===== config.mk =====
export PLATFORM = sky130hd
export DESIGN_NAME = rsa_modular_exponentiation_core
export DESIGN_NICKNAME = d
export VERILOG_FILES = /design/src/design/rsame_pkg.sv /design/src/design/rsame_datapath.sv /design/src/design/rsame_ctrl.sv /design/src/design/rsa_modular_exponentiation_core.sv
export SDC_FILE = /design/constraint.sdc
export NUM_CORES = 2
export LEC_CHECK = 0
export ABC_CLOCK_PERIOD_IN_PS = 13930
export BUFFER_PORTS_ARGS = -buffer_cell sky130_fd_sc_hd__buf_4
export CAP_MARGIN = 20
export CORE_MARGIN = 4
export CORE_UTILIZATION = 55
export CTS_CLUSTER_DIAMETER = 30
export DETAILED_ROUTE_END_ITERATION = 6
export PLACE_DENSITY_LB_ADDON = 0.08
export SLEW_MARGIN = 20
export SYNTH_ARGS = -nofsm -noshare
export SYNTH_HDL_FRONTEND = slang
export SYNTH_HIERARCHICAL = 1
export SYNTH_SLANG_ARGS = --single-unit

===== constraint.sdc =====
create_clock -name clk -period 13.93 [get_ports clk]
set_clock_uncertainty 0.1 [all_clocks]
set_input_delay 2.0895 -clock clk [delete_from_list [all_inputs] [get_ports clk]]
set_output_delay 2.0895 -clock clk [all_outputs]
set_load 0.03 [all_outputs]

===== src/design/rsame_pkg.sv =====
// shared types and constants for the modular exponentiation core
package rsame_pkg;
  localparam int WordBits = 64;
  localparam int CntBits = 7;
  localparam logic [WordBits-1:0] ResetModulus = 64'd2;
  localparam logic [WordBits-1:0] ResetPublicExp = 64'd65537;
  localparam logic [WordBits-1:0] ResetPrivateExp = 64'd0;

  localparam logic [1:0] RegModulus = 2'd0;
  localparam logic [1:0] RegPublicExp = 2'd1;
  localparam logic [1:0] RegPrivateExp = 2'd2;

  localparam logic OpEncrypt = 1'b0;

  typedef struct packed {
    logic op;
    logic [WordBits-1:0] value_in;
  } in_item_t;

  typedef struct packed {
    logic [WordBits-1:0] value_out;
    logic too_large;
  } out_item_t;

  typedef enum logic [2:0] {
    CMD_NONE,
    CMD_LOAD,
    CMD_REDUCE,
    CMD_MUL_START,
    CMD_MUL_STEP,
    CMD_MUL_DONE,
    CMD_SHIFT
  } dp_cmd_t;

  typedef struct packed {
    logic reject;
    logic zero_mod;
    logic exp_zero;
    logic exp_bit;
    logic reduce_done;
    logic mul_last;
  } dp_status_t;
endpackage


===== src/design/rsame_datapath.sv =====
// operand registers, restoring reduction and bit-serial modular multiplier
module rsame_datapath import rsame_pkg::*; (
  input  logic clk,
  input  dp_cmd_t cmd,
  input  logic mul_sq,
  input  in_item_t item,
  input  logic [WordBits-1:0] modulus,
  input  logic [WordBits-1:0] public_exponent,
  input  logic [WordBits-1:0] private_exponent,
  output dp_status_t status,
  output logic [WordBits-1:0] acc
);
  logic [WordBits-1:0] sq, ex, m, r, a, b, rem;
  logic [CntBits-1:0] cnt;
  logic [WordBits:0] dbl, dbl_red, sum, sum_red, rem2;

  // one shift-and-add step: r = 2r (+ b) mod m, all with a carry bit
  always_comb begin
    dbl = {r, 1'b0};
    dbl_red = (dbl >= {1'b0, m}) ? dbl - {1'b0, m} : dbl;
    sum = dbl_red + {1'b0, b};
    sum_red = (sum >= {1'b0, m}) ? sum - {1'b0, m} : sum;
    rem2 = {rem, sq[WordBits-1-cnt[5:0]]};
  end

  always_ff @(posedge clk) begin
    case (cmd)
      CMD_LOAD: begin
        m <= modulus;
        ex <= (item.op == OpEncrypt) ? public_exponent : private_exponent;
        sq <= item.value_in;
        acc <= (modulus == 64'd1) ? '0 : 64'd1;
        rem <= '0;
        cnt <= '0;
      end
      CMD_REDUCE: begin
        // restoring reduction of the base, one bit a cycle
        if (rem2 >= {1'b0, m}) rem <= WordBits'(rem2 - {1'b0, m});
        else rem <= rem2[WordBits-1:0];
        cnt <= cnt + 1'b1;
        if (cnt == CntBits'(WordBits - 1)) begin
          sq <= (rem2 >= {1'b0, m}) ? WordBits'(rem2 - {1'b0, m})
                                    : rem2[WordBits-1:0];
        end
      end
      CMD_MUL_START: begin
        r <= '0;
        a <= mul_sq ? sq : acc;
        b <= sq;
        cnt <= '0;
      end
      CMD_MUL_STEP: begin
        r <= a[WordBits-1] ? sum_red[WordBits-1:0] : dbl_red[WordBits-1:0];
        a <= {a[WordBits-2:0], 1'b0};
        cnt <= cnt + 1'b1;
      end
      CMD_MUL_DONE: begin
        if (mul_sq) sq <= r;
        else acc <= r;
      end
      CMD_SHIFT: ex <= ex >> 1;
      default: ;
    endcase
  end

  always_comb begin
    status.reject = (item.op == OpEncrypt) && (item.value_in >= modulus);
    status.zero_mod = (modulus == '0);
    status.exp_zero = (ex == '0);
    status.exp_bit = ex[0];
    status.reduce_done = (cnt == CntBits'(WordBits - 1));
    status.mul_last = (cnt == CntBits'(WordBits - 1));
  end
endmodule


===== src/design/rsame_ctrl.sv =====
// sequencer for square-and-multiply and result handshake
module rsame_ctrl import rsame_pkg::*; (
  input  logic clk,
  input  logic rst,
  input  logic in_valid,
  output logic in_stall,
  output logic out_valid,
  input  logic out_stall,
  input  dp_status_t status,
  output dp_cmd_t cmd,
  output logic mul_sq,
  output logic result_zero,
  output logic result_flag
);
  typedef enum logic [3:0] {
    S_IDLE, S_REDUCE, S_CHECK, S_MUL, S_MDONE, S_SQSTART, S_SQ, S_SQDONE, S_SHIFT, S_OUT
  } state_t;
  state_t state;

  assign in_stall = (state != S_IDLE) || out_valid;
  assign mul_sq = (state == S_SQSTART) || (state == S_SQ) || (state == S_SQDONE);

  always_comb begin
    cmd = CMD_NONE;
    unique case (state)
      S_IDLE: if (in_valid && !out_valid) cmd = CMD_LOAD;
      S_REDUCE: cmd = CMD_REDUCE;
      S_CHECK: if (!status.exp_zero && status.exp_bit) cmd = CMD_MUL_START;
      S_MUL, S_SQ: cmd = CMD_MUL_STEP;
      S_MDONE, S_SQDONE: cmd = CMD_MUL_DONE;
      S_SQSTART: cmd = CMD_MUL_START;
      S_SHIFT: cmd = CMD_SHIFT;
      S_OUT: cmd = CMD_NONE;
      default: cmd = CMD_NONE;
    endcase
  end

  always_ff @(posedge clk) begin
    if (rst) begin
      state <= S_IDLE;
      out_valid <= 1'b0;
      result_zero <= 1'b0;
      result_flag <= 1'b0;
    end else begin
      if (out_valid && !out_stall) out_valid <= 1'b0;
      unique case (state)
        S_IDLE: if (in_valid && !out_valid) begin
          result_flag <= status.reject;
          result_zero <= status.reject || status.zero_mod;
          state <= (status.reject || status.zero_mod) ? S_OUT : S_REDUCE;
        end
        S_REDUCE: if (status.reduce_done) state <= S_CHECK;
        S_CHECK: begin
          if (status.exp_zero) state <= S_OUT;
          else state <= status.exp_bit ? S_MUL : S_SQSTART;
        end
        S_MUL: if (status.mul_last) state <= S_MDONE;
        // product done; now the square
        S_MDONE: state <= S_SQSTART;
        S_SQSTART: state <= S_SQ;
        S_SQ: if (status.mul_last) state <= S_SQDONE;
        S_SQDONE: state <= S_SHIFT;
        S_SHIFT: state <= S_CHECK;
        S_OUT: begin
          out_valid <= 1'b1;
          state <= S_IDLE;
        end
        default: state <= S_IDLE;
      endcase
    end
  end
endmodule


===== src/design/rsa_modular_exponentiation_core.sv =====
// top level of the modular exponentiation core
// Usage:
//   configure modulus, public_exponent and private_exponent through cfg_we,
//   cfg_index and cfg_data while the core is idle.
//   an input transaction carries op (0 encrypt, 1 decrypt) and value_in;
//   exactly one output transaction follows with value_out and too_large.
// Sequence: the base is first reduced mod the modulus, then per exponent bit up
//   to the top set bit a square follows, with a product before it when the bit
//   is one; both use the bit-serial shift-and-add modular multiplier. A
//   rejected encrypt or a zero modulus goes straight to the output.
// Throughput: one transaction at a time; in_stall is high while busy or
//   while a result waits.
// Reset: rst (synchronous) restores modulus 2, public exponent 65537,
//   private exponent 0 and empties the core.
// Stall: the result is held in the output register while out_stall is high.
module rsa_modular_exponentiation_core import rsame_pkg::*; (
  input  logic clk,
  input  logic rst,
  input  logic in_valid,
  output logic in_stall,
  input  in_item_t in_data,
  output logic out_valid,
  input  logic out_stall,
  output out_item_t out_data,
  input  logic cfg_we,
  input  logic [1:0] cfg_index,
  input  logic [WordBits-1:0] cfg_data
);
  logic [WordBits-1:0] modulus, public_exponent, private_exponent, acc;
  dp_status_t status;
  dp_cmd_t cmd;
  logic mul_sq, result_zero, result_flag;

  always_ff @(posedge clk) begin
    if (rst) begin
      modulus <= ResetModulus;
      public_exponent <= ResetPublicExp;
      private_exponent <= ResetPrivateExp;
    end else if (cfg_we) begin
      unique case (cfg_index)
        RegModulus: modulus <= cfg_data;
        RegPublicExp: public_exponent <= cfg_data;
        RegPrivateExp: private_exponent <= cfg_data;
        default: ;
      endcase
    end
  end

  rsame_datapath u_dp (
    .clk, .cmd, .mul_sq, .item(in_data), .modulus, .public_exponent,
    .private_exponent, .status, .acc
  );

  rsame_ctrl u_ctrl (
    .clk, .rst, .in_valid, .in_stall, .out_valid, .out_stall, .status, .cmd,
    .mul_sq, .result_zero, .result_flag
  );

  assign out_data.value_out = result_zero ? '0 : acc;
  assign out_data.too_large = result_flag;
endmodule

======== Word level (Yosys, flattened, before mapping) ========
Cells that the tools add are included.
storage, ports and cells
  flip-flop bits (word level) ............. 718
  latch bits .............................. 0
  memory bits (writable) .................. 0
  bits in read-only memories .............. 0
  input port bits ......................... 136
  output and inout bits ................... 67
  logic and storage cells ................. 121
  memories ................................ 0
cells by class
  add/subtract/negate cells ............... 6
  multiply operators ...................... 0
  divide/modulo/power cells ............... 0
  magnitude comparators ................... 5
  equality and inequality tests ........... 26
  shifts and indexed selects .............. 0
  muxes and demuxes ....................... 33
  bitwise logic cells ..................... 1
  reduce and logical (&&, ||, !) cells .... 34
operators by type and width
  cell                 count
  $pmux 64 s2          5
  $mux 64              9
  $ge 65x64->1         3
  $pmux 64 s3          1
  $logic_not 64->1     2
  $sub 64x64->64       2
  $add 65x64->65       1
  $mux 65              1
  $sub 65x64->65       1
  $eq 64x1->1 const B  1
  $ge 64x64->1         1
  $pmux 4 s9           1
  $lt 32x7->1 const B  1
  $mux 4               6
  $pmux 3 s7           1
  $eq 4x3->1 const B   4
  $pmux 7 s2           1
  $reduce_bool 2->1    6
  $ne 2x2->1 const B   5
  $reduce_and 2->1     5
  $eq 3x3->1 const B   3
  $eq 4x2->1 const B   2
  $eq 4x4->1 const B   2
  $reduce_or 2->1      4
  other kinds (23)     37

======== Logic depth before layout (Yosys ltp) ========
  depth in word-level cells ............... 8
  mapped depth ............................ 41
  gate-level depth less buffers ........... 37

======== Cells and area by module ========
Netlist, hierarchy kept.
by module, submodules not included
  module                           instances  cells each  area an instance (um^2)  sequential area each (um^2)
  rsame_datapath                   1          4383        40410.0                  15584.9
  rsa_modular_exponentiation_core  1          770         8117.8                   3843.7
  rsame_ctrl                       1          65          513.0                    140.1

======== Worst setup path before layout ========
Ideal clock, no wire load.
  path type ............................... input to register
  from .................................... in in_valid
  to ...................................... reg u_dp.cnt[0], enable pin
  library setup time ...................... 0.335 ns
  arrival time ............................ 12.598 ns
  required time ........................... 13.495 ns
  slack ................................... 0.897 ns
  cell stages on the path ................. 5
  path buffers ............................ 0
  cell sequence ........................... nand3b_1 o21ai_0 nand2_1 o21ai_0 or2_2
between the ends
  cells in the longest elaborated chain, start to end .. 6
  elaborated cells between the ends (all ways) .. 10
  classes of those cells .................. 4 x eq/ne; 2 x mux; 4 x reduce/logical
ends and longest elaborated chain
  element                                   RTL line                               RTL
  start, declared                           rsa_modular_exponentiation_core.sv:19  input logic in_valid,
  $logic_and 1x1->1 *                       rsame_ctrl.sv:26                       S_IDLE: if (in_valid && !out_valid) cmd = CMD_LOAD;
  $mux 1 *                                  rsame_ctrl.sv:26
  $pmux 3 s7 *                              rsame_ctrl.sv:25                       unique case (state)
  named net cmd[0]                          rsa_modular_exponentiation_core.sv:31  dp_cmd_t cmd;
  $eq 3x1->1, or another cell as far along  rsame_datapath.sv:27                   case (cmd)
  $reduce_or 2->1 (no source line)          n/a
  $reduce_bool 2->1 (no source line) *      n/a
  end signal, assigned                      rsame_datapath.sv:40                   cnt <= cnt + 1'b1;
  end signal, assigned                      rsame_datapath.sv:55                   cnt <= cnt + 1'b1;
  end, declared                             rsame_datapath.sv:14                   logic [CntBits-1:0] cnt;
Mark *: on every way through the listed nets, which the timed path passes. The rest lies on a longest branch.
A chain may end at the register's enable or synchronous reset.

======== Worst setup path in the final report ========
  from .................................... reg u_dp.r[17]
  to ...................................... reg u_dp.r[19] (data pin)
between the ends
  cells in the longest elaborated chain, start to end .. 7
  elaborated cells between the ends (all ways) .. 9
  classes of those cells .................. 3 x add/sub; 2 x order compare; 4 x mux
ends and longest elaborated chain
  element                                         RTL line              RTL
  start, declared                                 rsame_datapath.sv:13  logic [WordBits-1:0] sq, ex, m, r, a, b, rem;
  start signal, assigned                          rsame_datapath.sv:53  r <= a[WordBits-1] ? sum_red[WordBits-1:0] : dbl_red[WordBits-1:0];
  $sub 65x64->65 or $ge 65x64->1 (tied branches)  rsame_datapath.sv:20  dbl_red = (dbl >= {1'b0, m}) ? dbl - {1'b0, m} : dbl;
  $mux 65 *                                       rsame_datapath.sv:20
  $add 65x64->65                                  rsame_datapath.sv:21  sum = dbl_red + {1'b0, b};
  $sub 64x64->64 or $ge 65x64->1 (tied branches)  rsame_datapath.sv:22  sum_red = (sum >= {1'b0, m}) ? sum - {1'b0, m} : sum;
  $mux 64                                         rsame_datapath.sv:22
  $mux 64 *                                       rsame_datapath.sv:53
  $pmux 64 s2 *                                   rsame_datapath.sv:27
Mark *: on every way between the ends. The rest lies on a longest branch, timed or not.

==> impl_metrics.py <==
metrics = {
    "outcome": {
        "outcome": "complete, but fails checks",
        "violations": "design-rule violations",
    },
    "clocking": {
        "cts_made_buffers": 160,
        "numClockSinks": 718,
        "cts-root-to-sink-buffers": 3,
        "cts_htree_levels": 4,
        "post_cts_hold_buffer_count": 0,
        "path_clk_slew_ps": 50,
        "cts_tree": "yes",
        "cts_repair_resize_count": 0,
        "cts-root-buf": "clkbuf_16",
        "count_of_buffers_added_by_post_cts_timing_repair_for_setup": 0,
        "source_to_sink_clock_delay_at_the_later_pin_of_the_worst_skew_pair_ps": 780,
    },
    "synthesis": {
        "synthCells": 5218,
        "async_flop_share": 0,
        "syn-cell-area_um2": 49000,
        "synth-seq-area-share": 0.399,
        "synth.net_count": 5679,
        "number_of_enable_flip_flop_cells_after_synthesis": 519,
        "yosysUniqueCellTypes": 93,
        "ys.flop_type": "edfxtp_1",
        "ys.warnings.count": 6,
        "yosys_register_bits": 718,
        "synthesis.area_per_instance_um2": 9.40,
    },
    "drt": {
        "post_dr_wirelength_cell_um": 26.6,
        "via_count": 42500,
        "routed_via_density": 6.40,
        "drtIter0Drc": 5418,
        "wl_um": 176000,
        "drc_errors": 1,
        "drt_pre_antenna_iters": 7,
        "route.antenna.remaining_nets": 0,
    },
    "sta": {
        "finalSetupViolations": 0,
        "grt_setup_unrepaired": "no",
        "fmaxAchievable_mhz": 87.6,
        "finalWorstPathRequiredPeriod_ps": 11420,
        "maxSlewViolCount": 0,
        "post-route-period-util": 0.819,
        "slew_at_the_pin_with_the_worst_max_slew_slack_ps": 1080,
        "finalHoldViolCount": 0,
        "slew_headroom": 0.268,
        "setup_total_negative_slack_ps": 0,
    },
    "placed_design": {
        "detailedPlacementHpwl_um": 135000,
        "port_buffers": 202,
        "place_congestion": 1.04,
    },
    "critical_path": {
        "critical_path_class": "flip-flop to flip-flop",
        "slowest_stage": "a2111oi_0",
        "timing.critical_path.max_delay_family": "simple AND/OR/NAND/NOR gates",
        "crit_path_start_kind": "flip-flop",
        "worstPathArrival_ps": 11780,
        "critical_path.most_common_cell": "nor2_1",
        "wp_data_required_ps": 14300,
        "crit_path_max_fanout": 88,
        "critPathCaptureType": "flip-flop",
        "cp.buffers_inverters": 3,
        "critical-path-max-stage-delay_ps": 770,
    },
    "global_route": {
        "global_route.overflow_total": 0,
        "grt_usage": 0.364,
        "vias_in_the_first_global_route": 39600,
        "largest_net_degree_at_the_start_of_global_routing": 138,
        "antenna_found_initial": 5,
        "first_pass_grt_wire_length_um": 255000,
    },
    "run": {
        "max_cap_violations": 0,
    },
    "cells_and_area": {
        "drive_gt1_frac": 0.111,
        "final_nets": 5792,
        "antenna_cells_inserted": 0,
        "num-fill-cells": 7191,
        "layout-area-overhead-vs-synth_pct": 16.3,
    },
    "floorplan": {
        "ioPinCount": 203,
        "num_rows": 109,
        "floorplan.initialDensity": 0.555,
        "fp.dieArea_um2": 94000,
        "die_width_um": 307,
        "dieHeight_um": 307,
        "design.core.area_um2": 88400,
    },
    "hold_path": {
        "hold_class": "flip-flop to flip-flop",
    },
}
worst paths after layout:
path,cells after the start,to,slack [ps],from
worst max-delay path,35,u_dp/r[19],2510,u_dp/r[17]
worst min-delay path,2,public_exponent[35],370,public_exponent[35]
worst max register to register,35,u_dp/r[19],2510,u_dp/r[17]
worst min register to register,2,public_exponent[35],370,public_exponent[35]
per-layer routing:
metal / wire length [um] / GRT usage
met5: 0 / 0
met1: 75200 / 0.526
met2: 72000 / 0.509
met4: 7180 / 0.144
met3: 22000 / 0.111
state kept, by name, indices dropped and copies added (netlist names):
register            count
modulus                64
private_exponent       64
public_exponent        64
u_ctrl/out_valid        1
u_ctrl/result_flag      1
u_ctrl/result_zero      1
u_ctrl/state            4
u_dp/a                 64
u_dp/acc               64
u_dp/b                 64
u_dp/cnt                7
u_dp/ex                64
u_dp/m                 64
u_dp/r                 64
u_dp/rem               64
u_dp/sq                64
tightest hold or removal path, stage by stage, from the launching register on:
cell      delay [ps]
dfxtp_1          300
nand2b_1          60
mux2i_1           60
layout by cell type, fill, tap and decap left out, types with 56 or more instances in the layout:
cell       instances
nand2b_1         287
xnor2_1          147
o21ai_1           56
clkbuf_16        167
nand4_1          101
mux2i_1          399
xor2_1            90
ha_1             321
dfxtp_1          198
o21ai_0          322
nand2_1          311
edfxtp_1         519
inv_1            211
and3_1            83
buf_4            242
a21o_1           154
nor2b_1          108
nor2_1           423
a21oi_1          538
Yosys cell counts, types with 147 or more instances:
library cell | count | area (um^2)
a21o_1 | 155 | 1160
o21ai_0 | 327 | 1640
ha_1 | 321 | 4020
nor2_1 | 426 | 1600
clkbuf_1 | 221 | 830
nand2b_1 | 288 | 1800
edfxtp_1 | 519 | 15600
dfxtp_1 | 199 | 3980
xnor2_1 | 147 | 1290
a21oi_1 | 539 | 2700
nand2_1 | 312 | 1170
mux2i_1 | 399 | 3990
inv_1 | 211 | 792
cells by family after synthesis:
kind of cell | count (synthesis) | synth area share
fa+ha+maj | 325 | 0.0835
simple gates | 1568 | 0.162
flops | 718 | 0.399
xor+xnor | 237 | 0.0423
buf+inv | 508 | 0.0429
mux | 428 | 0.0931
compound gates | 1434 | 0.177
per-stage QoR:
step / utilization / instance area [um^2] / hold slack [ps] / instances / setup WS, ps
2_1_floorplan: - / 49000 / 344 / 5218 / 897
3_5_place_dp: 0.580 / 51200 / 365 / 6333 / 2930
4_1_cts: 0.645 / 57000 / 375 / 6631 / 2870
6_report: 0.645 / 57000 / 374 / 6632 / 2510
3_3_place_gp: 0.579 / 51200 / 358 / 6332 / 2890
5_1_grt: 0.645 / 57000 / 389 / 6632 / 2040
final cells by class:
class	count	area (um^2)	area share
clock buffers	189	4340	0.0761
clock inverters	109	1450	0.0254
inverters	212	796	0.0140
multi-input cells	3992	27500	0.482
flip-flops and latches	718	19600	0.343
well taps	1165	1460	0.0256
repair buffers	247	1910	0.0334
Power is not shown: default switching activity piles up to over one toggle a cycle in this logic, so the estimate is an artifact.
